<file path="config.mk">
export PLATFORM = sky130hd
export DESIGN_NAME = sync_length_checksum_deframer_flat
export DESIGN_NICKNAME = d
export VERILOG_FILES = /design/src/rtl/slcd_pkg.sv /design/src/rtl/slcd_if.sv /design/src/rtl/slcd_cfg_regs.sv /design/src/rtl/sync_length_checksum_deframer.sv /design/src/flat_wrapper.sv
export VERILOG_INCLUDE_DIRS = /design/src /design/src/rtl
export SDC_FILE = /design/constraint.sdc
export NUM_CORES = 1
export LEC_CHECK = 0
export BUFFER_PORTS_ARGS = -buffer_cell sky130_fd_sc_hd__clkbuf_2
export CORE_ASPECT_RATIO = 1.4
export CORE_UTILIZATION = 33
export CTS_CLUSTER_SIZE = 12
export DETAILED_ROUTE_END_ITERATION = 16
export PLACE_DENSITY = 0.63
export SETUP_SLACK_MARGIN = 0.4
export SKIP_CTS_REPAIR_TIMING = 1
export SLEW_MARGIN = 25
export SYNTH_ARGS = -nofsm -noshare
export SYNTH_HDL_FRONTEND = slang
export SYNTH_SLANG_ARGS = --single-unit
</file>
<file path="constraint.sdc">
create_clock -name clk -period 5.45 [get_ports clk]
set_clock_uncertainty 0.1 [all_clocks]
set_input_delay 0.545 -clock clk [delete_from_list [all_inputs] [get_ports clk]]
set_output_delay 0.545 -clock clk [all_outputs]
set_load 0.02 [all_outputs]
</file>
<file path="src/rtl/sync_length_checksum_deframer_macros.svh">
// Assertion macros of the deframer RTL.
`ifndef SYNC_LENGTH_CHECKSUM_DEFRAMER_MACROS_SVH
`define SYNC_LENGTH_CHECKSUM_DEFRAMER_MACROS_SVH

// Same-cycle implication, checked outside reset.
`define SLCD_ASSERT_NOW(label, clk, rst_n, ante, cons, msg) \
    label: assert property (@(posedge clk) disable iff (!rst_n) (ante) |-> (cons)) \
        else $error(msg);

// Next-cycle implication, checked outside reset.
`define SLCD_ASSERT_NEXT(label, clk, rst_n, ante, cons, msg) \
    label: assert property (@(posedge clk) disable iff (!rst_n) (ante) |=> (cons)) \
        else $error(msg);

`endif

</file>
<file path="src/rtl/slcd_pkg.sv">
// Package with types and constants of the sync, length and checksum deframer.
package slcd_pkg;

    localparam int ADDR_W   = 4;
    localparam int DATA_W   = 32;
    localparam int BYTE_W   = 8;
    localparam int INDEX_W  = 4;
    localparam int TICK_W   = 16;

    localparam logic [BYTE_W-1:0] SYNC_VALUE_RST   = 8'h15;
    localparam logic [BYTE_W-1:0] FRAME_LENGTH_RST = 8'h07;
    localparam logic [TICK_W-1:0] TIMEOUT_RST      = 16'd3;
    localparam logic [BYTE_W-1:0] MIN_LENGTH       = 8'd2;
    localparam logic [TICK_W-1:0] IDLE_MAX         = 16'hFFFF;

    localparam logic OP_BYTE = 1'b0;
    localparam logic OP_TICK = 1'b1;

    typedef enum logic [1:0] {
        REG_SYNC_VALUE    = 2'd0,
        REG_FRAME_LENGTH  = 2'd1,
        REG_TIMEOUT_TICKS = 2'd2
    } reg_idx_t;

    typedef struct packed {
        logic [BYTE_W-1:0] sync_value;
        logic [BYTE_W-1:0] frame_length;
        logic [TICK_W-1:0] timeout_ticks;
    } cfg_t;

    typedef struct packed {
        logic               store_valid;
        logic [INDEX_W-1:0] store_index;
        logic [BYTE_W-1:0]  store_data;
        logic               packet_good;
        logic               frame_abort;
        logic               in_frame;
    } result_t;

endpackage

</file>
<file path="src/rtl/slcd_if.sv">
// Handshake interfaces for input items and result items of the deframer.
interface slcd_item_if;
    logic       valid;
    logic       ready;
    logic       operation;
    logic [7:0] rx_byte;

    modport source (output valid, output operation, output rx_byte, input ready);
    modport sink (input valid, input operation, input rx_byte, output ready);
endinterface

interface slcd_result_if;
    logic       valid;
    logic       ready;
    logic       store_valid;
    logic [3:0] store_index;
    logic [7:0] store_data;
    logic       packet_good;
    logic       frame_abort;
    logic       in_frame;

    modport source (output valid, output store_valid, output store_index, output store_data,
                    output packet_good, output frame_abort, output in_frame, input ready);
    modport sink (input valid, input store_valid, input store_index, input store_data,
                  input packet_good, input frame_abort, input in_frame, output ready);
endinterface

</file>
<file path="src/rtl/slcd_cfg_regs.sv">
// APB configuration registers of the deframer.
module slcd_cfg_regs (
    input  logic                        clk,
    input  logic                        rst_n,
    input  logic                        psel,
    input  logic                        penable,
    input  logic                        pwrite,
    input  logic [slcd_pkg::ADDR_W-1:0] paddr,
    input  logic [slcd_pkg::DATA_W-1:0] pwdata,
    output logic [slcd_pkg::DATA_W-1:0] prdata,
    output logic                        pready,
    output slcd_pkg::cfg_t              cfg
);
    import slcd_pkg::*;

    cfg_t     cfg_reg;
    cfg_t     cfg_next;
    reg_idx_t reg_idx;
    logic     wr_en;

    assign reg_idx = reg_idx_t'(paddr[ADDR_W-1:2]);
    assign wr_en   = psel && penable && pwrite;
    assign pready  = 1'b1;
    assign cfg     = cfg_reg;

    always_comb
    begin
        cfg_next = cfg_reg;
        if (wr_en)
        begin
            unique case (reg_idx)
                REG_SYNC_VALUE:    cfg_next.sync_value    = pwdata[BYTE_W-1:0];
                REG_FRAME_LENGTH:  cfg_next.frame_length  = pwdata[BYTE_W-1:0];
                REG_TIMEOUT_TICKS: cfg_next.timeout_ticks = pwdata[TICK_W-1:0];
                default:           cfg_next = cfg_reg;
            endcase
        end
    end

    always_comb
    begin
        unique case (reg_idx)
            REG_SYNC_VALUE:    prdata = DATA_W'(cfg_reg.sync_value);
            REG_FRAME_LENGTH:  prdata = DATA_W'(cfg_reg.frame_length);
            REG_TIMEOUT_TICKS: prdata = DATA_W'(cfg_reg.timeout_ticks);
            default:           prdata = '0;
        endcase
    end

    always_ff @(posedge clk or negedge rst_n)
    begin
        if (!rst_n)
        begin
            cfg_reg.sync_value    <= SYNC_VALUE_RST;
            cfg_reg.frame_length  <= FRAME_LENGTH_RST;
            cfg_reg.timeout_ticks <= TIMEOUT_RST;
        end
        else
        begin
            cfg_reg <= cfg_next;
        end
    end

endmodule

</file>
<file path="src/rtl/sync_length_checksum_deframer.sv">
// Top level of the sync, length and checksum deframer.
// A result item is registered and appears in the cycle after its input item is accepted.
// One item per cycle while the result register is empty or drained; the frame state register updates in one pass.
// An input item is taken whenever the result register is empty or being drained.
// Reset clears the frame state, the result register and loads register defaults.
`include "sync_length_checksum_deframer_macros.svh"

module sync_length_checksum_deframer #(
    parameter int BUFFER_DEPTH = 16
) (
    input  logic                        clk,
    input  logic                        rst_n,
    slcd_item_if.sink                   item_in,
    slcd_result_if.source               item_out,
    input  logic                        psel,
    input  logic                        penable,
    input  logic                        pwrite,
    input  logic [slcd_pkg::ADDR_W-1:0] paddr,
    input  logic [slcd_pkg::DATA_W-1:0] pwdata,
    output logic [slcd_pkg::DATA_W-1:0] prdata,
    output logic                        pready
);
    import slcd_pkg::*;

    localparam int CNT_W = $clog2(BUFFER_DEPTH + 1);

    cfg_t cfg;

    logic              synced_reg, synced_next;
    logic              length_seen_reg, length_seen_next;
    logic              length_matches_reg, length_matches_next;
    logic [BYTE_W-1:0] bytes_left_reg, bytes_left_next;
    logic [BYTE_W-1:0] running_sum_reg, running_sum_next;
    logic [CNT_W-1:0]  stored_count_reg, stored_count_next;
    logic [TICK_W-1:0] idle_count_reg, idle_count_next;
    logic              out_valid_reg, out_valid_next;
    result_t           result_reg, result_next;

    logic              accept;
    logic [TICK_W-1:0] idle_inc;
    logic [BYTE_W-1:0] sum_add;
    logic [BYTE_W-1:0] left_dec;
    logic [BYTE_W-1:0] count_wide;
    logic              hunt;

    slcd_cfg_regs u_cfg (
        .clk     (clk),
        .rst_n   (rst_n),
        .psel    (psel),
        .penable (penable),
        .pwrite  (pwrite),
        .paddr   (paddr),
        .pwdata  (pwdata),
        .prdata  (prdata),
        .pready  (pready),
        .cfg     (cfg)
    );

    assign item_in.ready = !out_valid_reg || item_out.ready;
    assign accept        = item_in.valid && item_in.ready;

    assign idle_inc   = (idle_count_reg == IDLE_MAX) ? idle_count_reg
                                                     : idle_count_reg + TICK_W'(1);
    assign sum_add    = running_sum_reg + item_in.rx_byte;
    assign left_dec   = bytes_left_reg - BYTE_W'(1);
    assign count_wide = BYTE_W'(stored_count_reg);

    always_comb
    begin
        hunt                = 1'b0;
        synced_next         = synced_reg;
        length_seen_next    = length_seen_reg;
        length_matches_next = length_matches_reg;
        bytes_left_next     = bytes_left_reg;
        running_sum_next    = running_sum_reg;
        stored_count_next   = stored_count_reg;
        idle_count_next     = idle_count_reg;
        result_next         = '0;

        if (item_in.operation == OP_TICK)
        begin
            if (synced_reg)
            begin
                idle_count_next = idle_inc;
                if (idle_inc > cfg.timeout_ticks)
                begin
                    hunt                    = 1'b1;
                    result_next.frame_abort = 1'b1;
                end
            end
        end
        else
        begin
            idle_count_next = '0;
            if (!synced_reg)
            begin
                if (item_in.rx_byte == cfg.sync_value)
                begin
                    synced_next = 1'b1;
                end
            end
            else if (!length_seen_reg)
            begin
                length_seen_next  = 1'b1;
                stored_count_next = '0;
                if (item_in.rx_byte < MIN_LENGTH)
                begin
                    hunt = 1'b1;
                end
                else
                begin
                    length_matches_next = (item_in.rx_byte == cfg.frame_length);
                    running_sum_next    = item_in.rx_byte;
                    bytes_left_next     = item_in.rx_byte - BYTE_W'(1);
                end
            end
            else
            begin
                running_sum_next = sum_add;
                bytes_left_next  = left_dec;
                if (length_matches_reg)
                begin
                    if (left_dec == '0)
                    begin
                        result_next.packet_good = (sum_add == '0);
                        hunt                    = 1'b1;
                    end
                    else if (stored_count_reg < CNT_W'(BUFFER_DEPTH))
                    begin
                        result_next.store_valid = 1'b1;
                        result_next.store_index = count_wide[INDEX_W-1:0];
                        result_next.store_data  = item_in.rx_byte;
                        stored_count_next       = stored_count_reg + CNT_W'(1);
                    end
                    else
                    begin
                        hunt                    = 1'b1;
                        result_next.frame_abort = 1'b1;
                    end
                end
                else if (left_dec == '0)
                begin
                    hunt = 1'b1;
                end
            end
        end

        if (hunt)
        begin
            synced_next         = 1'b0;
            length_seen_next    = 1'b0;
            length_matches_next = 1'b0;
            bytes_left_next     = '0;
            idle_count_next     = '0;
        end

        result_next.in_frame = synced_next;
    end

    always_comb
    begin
        out_valid_next = out_valid_reg;
        if (accept)
        begin
            out_valid_next = 1'b1;
        end
        else if (item_out.ready)
        begin
            out_valid_next = 1'b0;
        end
    end

    always_ff @(posedge clk or negedge rst_n)
    begin
        if (!rst_n)
        begin
            synced_reg         <= 1'b0;
            length_seen_reg    <= 1'b0;
            length_matches_reg <= 1'b0;
            bytes_left_reg     <= '0;
            running_sum_reg    <= '0;
            stored_count_reg   <= '0;
            idle_count_reg     <= '0;
            out_valid_reg      <= 1'b0;
        end
        else
        begin
            out_valid_reg <= out_valid_next;
            if (accept)
            begin
                synced_reg         <= synced_next;
                length_seen_reg    <= length_seen_next;
                length_matches_reg <= length_matches_next;
                bytes_left_reg     <= bytes_left_next;
                running_sum_reg    <= running_sum_next;
                stored_count_reg   <= stored_count_next;
                idle_count_reg     <= idle_count_next;
            end
        end
    end

    always_ff @(posedge clk or negedge rst_n)
    begin
        if (!rst_n)
        begin
            result_reg <= '0;
        end
        else if (accept)
        begin
            result_reg <= result_next;
        end
    end

    assign item_out.valid       = out_valid_reg;
    assign item_out.store_valid = result_reg.store_valid;
    assign item_out.store_index = result_reg.store_index;
    assign item_out.store_data  = result_reg.store_data;
    assign item_out.packet_good = result_reg.packet_good;
    assign item_out.frame_abort = result_reg.frame_abort;
    assign item_out.in_frame    = result_reg.in_frame;

    `SLCD_ASSERT_NOW(a_store_in_frame, clk, rst_n, out_valid_reg && result_reg.store_valid, result_reg.in_frame, "Stored byte reported outside a frame.")
    `SLCD_ASSERT_NOW(a_end_leaves_frame, clk, rst_n, out_valid_reg && (result_reg.packet_good || result_reg.frame_abort), !result_reg.in_frame, "Frame end reported while still in a frame.")
    `SLCD_ASSERT_NOW(a_length_needs_sync, clk, rst_n, length_seen_reg, synced_reg, "Length seen without sync.")
    `SLCD_ASSERT_NEXT(a_count_bound, clk, rst_n, accept, stored_count_reg <= CNT_W'(BUFFER_DEPTH), "Stored count beyond buffer depth.")

endmodule
</file>
<file path="src/flat_wrapper.sv">
// flat-port wrapper written by rule: the top's interface ports become plain ports
module sync_length_checksum_deframer_flat import slcd_pkg::*;
#(
    parameter int BUFFER_DEPTH = 16
)
  (clk, rst_n, psel, penable, pwrite, paddr, pwdata, prdata, pready, item_in_valid, item_in_operation, item_in_rx_byte, item_in_ready, item_out_valid, item_out_store_valid, item_out_store_index, item_out_store_data, item_out_packet_good, item_out_frame_abort, item_out_in_frame, item_out_ready);
  slcd_item_if item_in_i ();
  slcd_result_if item_out_i ();
  input  logic clk;
  input  logic rst_n;
  input  logic psel;
  input  logic penable;
  input  logic pwrite;
  input  logic [slcd_pkg::ADDR_W-1:0] paddr;
  input  logic [slcd_pkg::DATA_W-1:0] pwdata;
  output logic [slcd_pkg::DATA_W-1:0] prdata;
  output logic pready;
  input wire logic [$bits(item_in_i.valid)-1:0] item_in_valid;
  input wire logic [$bits(item_in_i.operation)-1:0] item_in_operation;
  input wire logic [$bits(item_in_i.rx_byte)-1:0] item_in_rx_byte;
  output wire logic [$bits(item_in_i.ready)-1:0] item_in_ready;
  output wire logic [$bits(item_out_i.valid)-1:0] item_out_valid;
  output wire logic [$bits(item_out_i.store_valid)-1:0] item_out_store_valid;
  output wire logic [$bits(item_out_i.store_index)-1:0] item_out_store_index;
  output wire logic [$bits(item_out_i.store_data)-1:0] item_out_store_data;
  output wire logic [$bits(item_out_i.packet_good)-1:0] item_out_packet_good;
  output wire logic [$bits(item_out_i.frame_abort)-1:0] item_out_frame_abort;
  output wire logic [$bits(item_out_i.in_frame)-1:0] item_out_in_frame;
  input wire logic [$bits(item_out_i.ready)-1:0] item_out_ready;
  assign item_in_i.valid = item_in_valid;
  assign item_in_i.operation = item_in_operation;
  assign item_in_i.rx_byte = item_in_rx_byte;
  assign item_in_ready = item_in_i.ready;
  assign item_out_valid = item_out_i.valid;
  assign item_out_store_valid = item_out_i.store_valid;
  assign item_out_store_index = item_out_i.store_index;
  assign item_out_store_data = item_out_i.store_data;
  assign item_out_packet_good = item_out_i.packet_good;
  assign item_out_frame_abort = item_out_i.frame_abort;
  assign item_out_in_frame = item_out_i.in_frame;
  assign item_out_i.ready = item_out_ready;
  sync_length_checksum_deframer #(.BUFFER_DEPTH(BUFFER_DEPTH)) u_core (.clk(clk), .rst_n(rst_n), .item_in(item_in_i), .item_out(item_out_i), .psel(psel), .penable(penable), .pwrite(pwrite), .paddr(paddr), .pwdata(pwdata), .prdata(prdata), .pready(pready));
endmodule
</file>
==> impl_results.md <==
- Leakage power: 2.94 nW
- CP Data Required Time: 5.63 ns
- Synth Cell Area: 5610 µm²
- Root Driver: clkbuf_16
- Final hold violation count: 0
- Later-pin clock latency in the skew report: 0.35 ns
- Area grow syn2layout: 12.9%
- Final setup TNS: 0 ns
- Max Clock Freq: 0.233 GHz
- Initial antenna violation count: 0
- Final core occ: 38.0%
- DRT iter0 DRCs: 148
- Post-route worst setup slack: 1.16 ns
- RePlAce Congestion: 0.817
- Largest net degree at the start of global routing: 53
- Met2 wire len: 7.20 mm
- Seq/Total Area, Yosys: 39.4%
- Worst setup EP type: register
- Full die area: 17,500 µm²
- Total wire length: 13.9 mm
- Row cnt: 56
- Inserted Clock Buffers: 9
- Die Ht: 156 µm
- Final period util: 78.8%
- Cells after synthesis: 597
- First-pass GRT wire length: 22.9 mm
- Vias: 4,529
- Post-synthesis async set-or-reset flop share: 100%
- Max layer used: met4
- Tmin final: 4.29 ns
- Pins Over Slew Limit: 0
- Largest register FFs: 32
- Peak VDD IR: 0.160 mV
- Synth Register Bits: 88
- Synth Area per Inst: 9.40 µm²
- WP data arrival: 4.48 ns
- CTS tree: done
- ANT cells: 0
- Number of global-route vias before repair: 4,443
- Crit path launch type: register
- Worst-path clk slew: 0.08 ns
- Layout cell share with drive strength beyond 1: 20.9%
- Failing checks: design-rule violations
- MaxCap Viol Count: 0
- CP max FO: 19
- Yosys warns: 0
- CTS Sinks: 88
- Core Box Area: 16,700 µm²
- Die width: 112 µm
- Vias per inst: 5.27
- Pre-CTS setup slack: 1.24 ns
- EDFF count, synth: 0
- Start point of the critical path: u_core.idle_count_reg[0]
- DRC viols: 4
- Yosys cell types: 67
- Type of the worst setup path: register to register
- Final count of negative-setup-slack endpoints: 0
- DR WL/cell: 16.2 µm
- Global-route usage over all layers: 16.8%
- I/O Pins: 103
- Filler Cell Count: 1,714
- Drt first pass iters: 12
- Final nets: 732
- Max_slew headroom: 31.3%
- Metal-1 WL: 6.02 mm
- HPWL Detailed: 10.2 mm
- Grt total ovfl: 0
- CTS H-Tree Depth: 3
- Post-DRT Antenna Nets: 0
- WL met3: 407 µm
- Reg2Reg Launch Point: u_core.idle_count_reg[0]
- Hold/Removal Path Class: primary input to async pin
- Starting Density: 33.7%
- Port bufs: 67
- RSZ-0062 raised after global routing: no
- Worst slew pin tran: 1.03 ns
- Synth Flop Type: dfrtp_1
- Status: complete, but fails checks
- Power per cell area: 346 nW/µm²
- CTS max path bufs: 2
[power by group]
group | internal (mW) | total, mW | switching [mW]
combinational | 0.321 | 0.700 | 0.379
clock | 0.324 | 0.627 | 0.303
sequential | 0.766 | 0.864 | 0.0983
[layout by cell type (no fill, tap or decap), types with 11 or more instances in the layout]
cell	n
a21oi_1	24
a22o_1	22
a31oi_1	11
clkbuf_2	66
conb_1	17
dfrtp_1	80
ha_1	28
inv_1	30
mux2_2	19
mux2i_1	16
nand2_1	60
nand3_1	15
nor2_1	31
o21ai_0	44
xnor2_1	19
xor2_1	18
[cell type report]
cell class                      instances  area (µm²)  share of cell area (%)
Multi-Input combinational cell        449        3080                    48.6
Sequential cell                        88        2210                    34.9
Timing Repair Buffer                   72         375                    5.93
Tap cell                              203         254                    4.01
Clock buffer                            9         225                    3.56
Inverter                               31         116                    1.84
Clock inverter                          7        72.6                    1.15
[path summary, 6_finish.rpt]
check,cells after the start,endpoint,slack (ns)
worst min-delay path,1,u_core.running_sum_reg[4],0.05
worst max register to register,12,u_core.idle_count_reg[12],1.16
min in group clk,3,u_core.u_cfg.cfg[14],0.29
max in group asynchronous,2,u_core.idle_count_reg[11],4.13
worst max-delay path,12,u_core.idle_count_reg[12],1.16
worst min register to register,1,u_core.item_out.store_valid,0.38
[routing by layer]
layer  up-vias  track usage (%)
met5         -                0
met4         0             6.98
met3        16             2.25
met2        97             30.1
met1      2197             20.3
li1       2219                -
[worst max-delay path: stages, from the launching register on]
cell and delay, ns:
dfrtp_1 0.44, ha_1 0.30, nand3_1 0.19, nor4_1 0.63
nand2b_1 0.31, o21ai_0 0.29, ha_1 0.30, nand2b_1 0.09
a21oi_1 0.06, o21ai_0 0.20, a41o_1 0.65, and2_1 0.46
a22o_1 0.21
[cells by family after synthesis]
kind of cell	count (synthesis)	share of synthesized area (%)
AND/OR/NAND/NOR	176	15.6
AO/OA/AOI/OAI	155	18.7
flip-flops	88	39.4
buffers and inverters	75	7.09
XOR/XNOR	37	5.77
multiplexers	35	6.67
adder cells (fa/ha/maj)	29	6.60
other	2	0.134
[Yosys cell counts (3+ instances only)]
| library cell | n | area (µm²) |
|---|---|---|
| clkbuf_1 | 15 | 56.3 |
| and3_1 | 5 | 31.3 |
| nor2_1 | 31 | 116 |
| o21a_1 | 8 | 60.1 |
| nand2b_1 | 5 | 31.3 |
| o21ai_0 | 44 | 220 |
| a21oi_1 | 25 | 125 |
| nor4_1 | 8 | 50.1 |
| inv_1 | 30 | 113 |
| ha_1 | 28 | 350 |
| nor2b_1 | 5 | 31.3 |
| dfstp_2 | 8 | 210 |
| xnor2_1 | 19 | 166 |
| a21o_1 | 3 | 22.5 |
| buf_1 | 3 | 11.3 |
| buf_6 | 3 | 33.8 |
| buf_4 | 19 | 143 |
| mux2_2 | 19 | 214 |
| nor3_1 | 11 | 55.1 |
| o22ai_1 | 4 | 25.0 |
| a31oi_1 | 11 | 68.8 |
| nand2_1 | 60 | 225 |
| dfrtp_1 | 80 | 2000 |
| nand4_1 | 8 | 50.1 |
| o211ai_1 | 9 | 67.6 |
| nand3_1 | 15 | 75.1 |
| a22o_1 | 22 | 193 |
| o31ai_1 | 3 | 22.5 |
| mux2i_1 | 16 | 160 |
| xor2_1 | 18 | 158 |
| a22o_2 | 6 | 60.1 |
| and2_1 | 10 | 62.6 |
[metrics by stage]
stage                     std cells  power (mW)  hold slack (ns)  cell area, µm²
final                           859        2.19           0.0505            6330
after global routing            859        2.34            0.109            6330
after CTS                       859        2.21           0.0803            6330
after detailed placement        843        1.58            0.365            6030
after global placement          843        1.56            0.360            6030
after floorplan                 612        1.41            0.149            5670
Note: power is estimated with default switching activity, not from simulation.
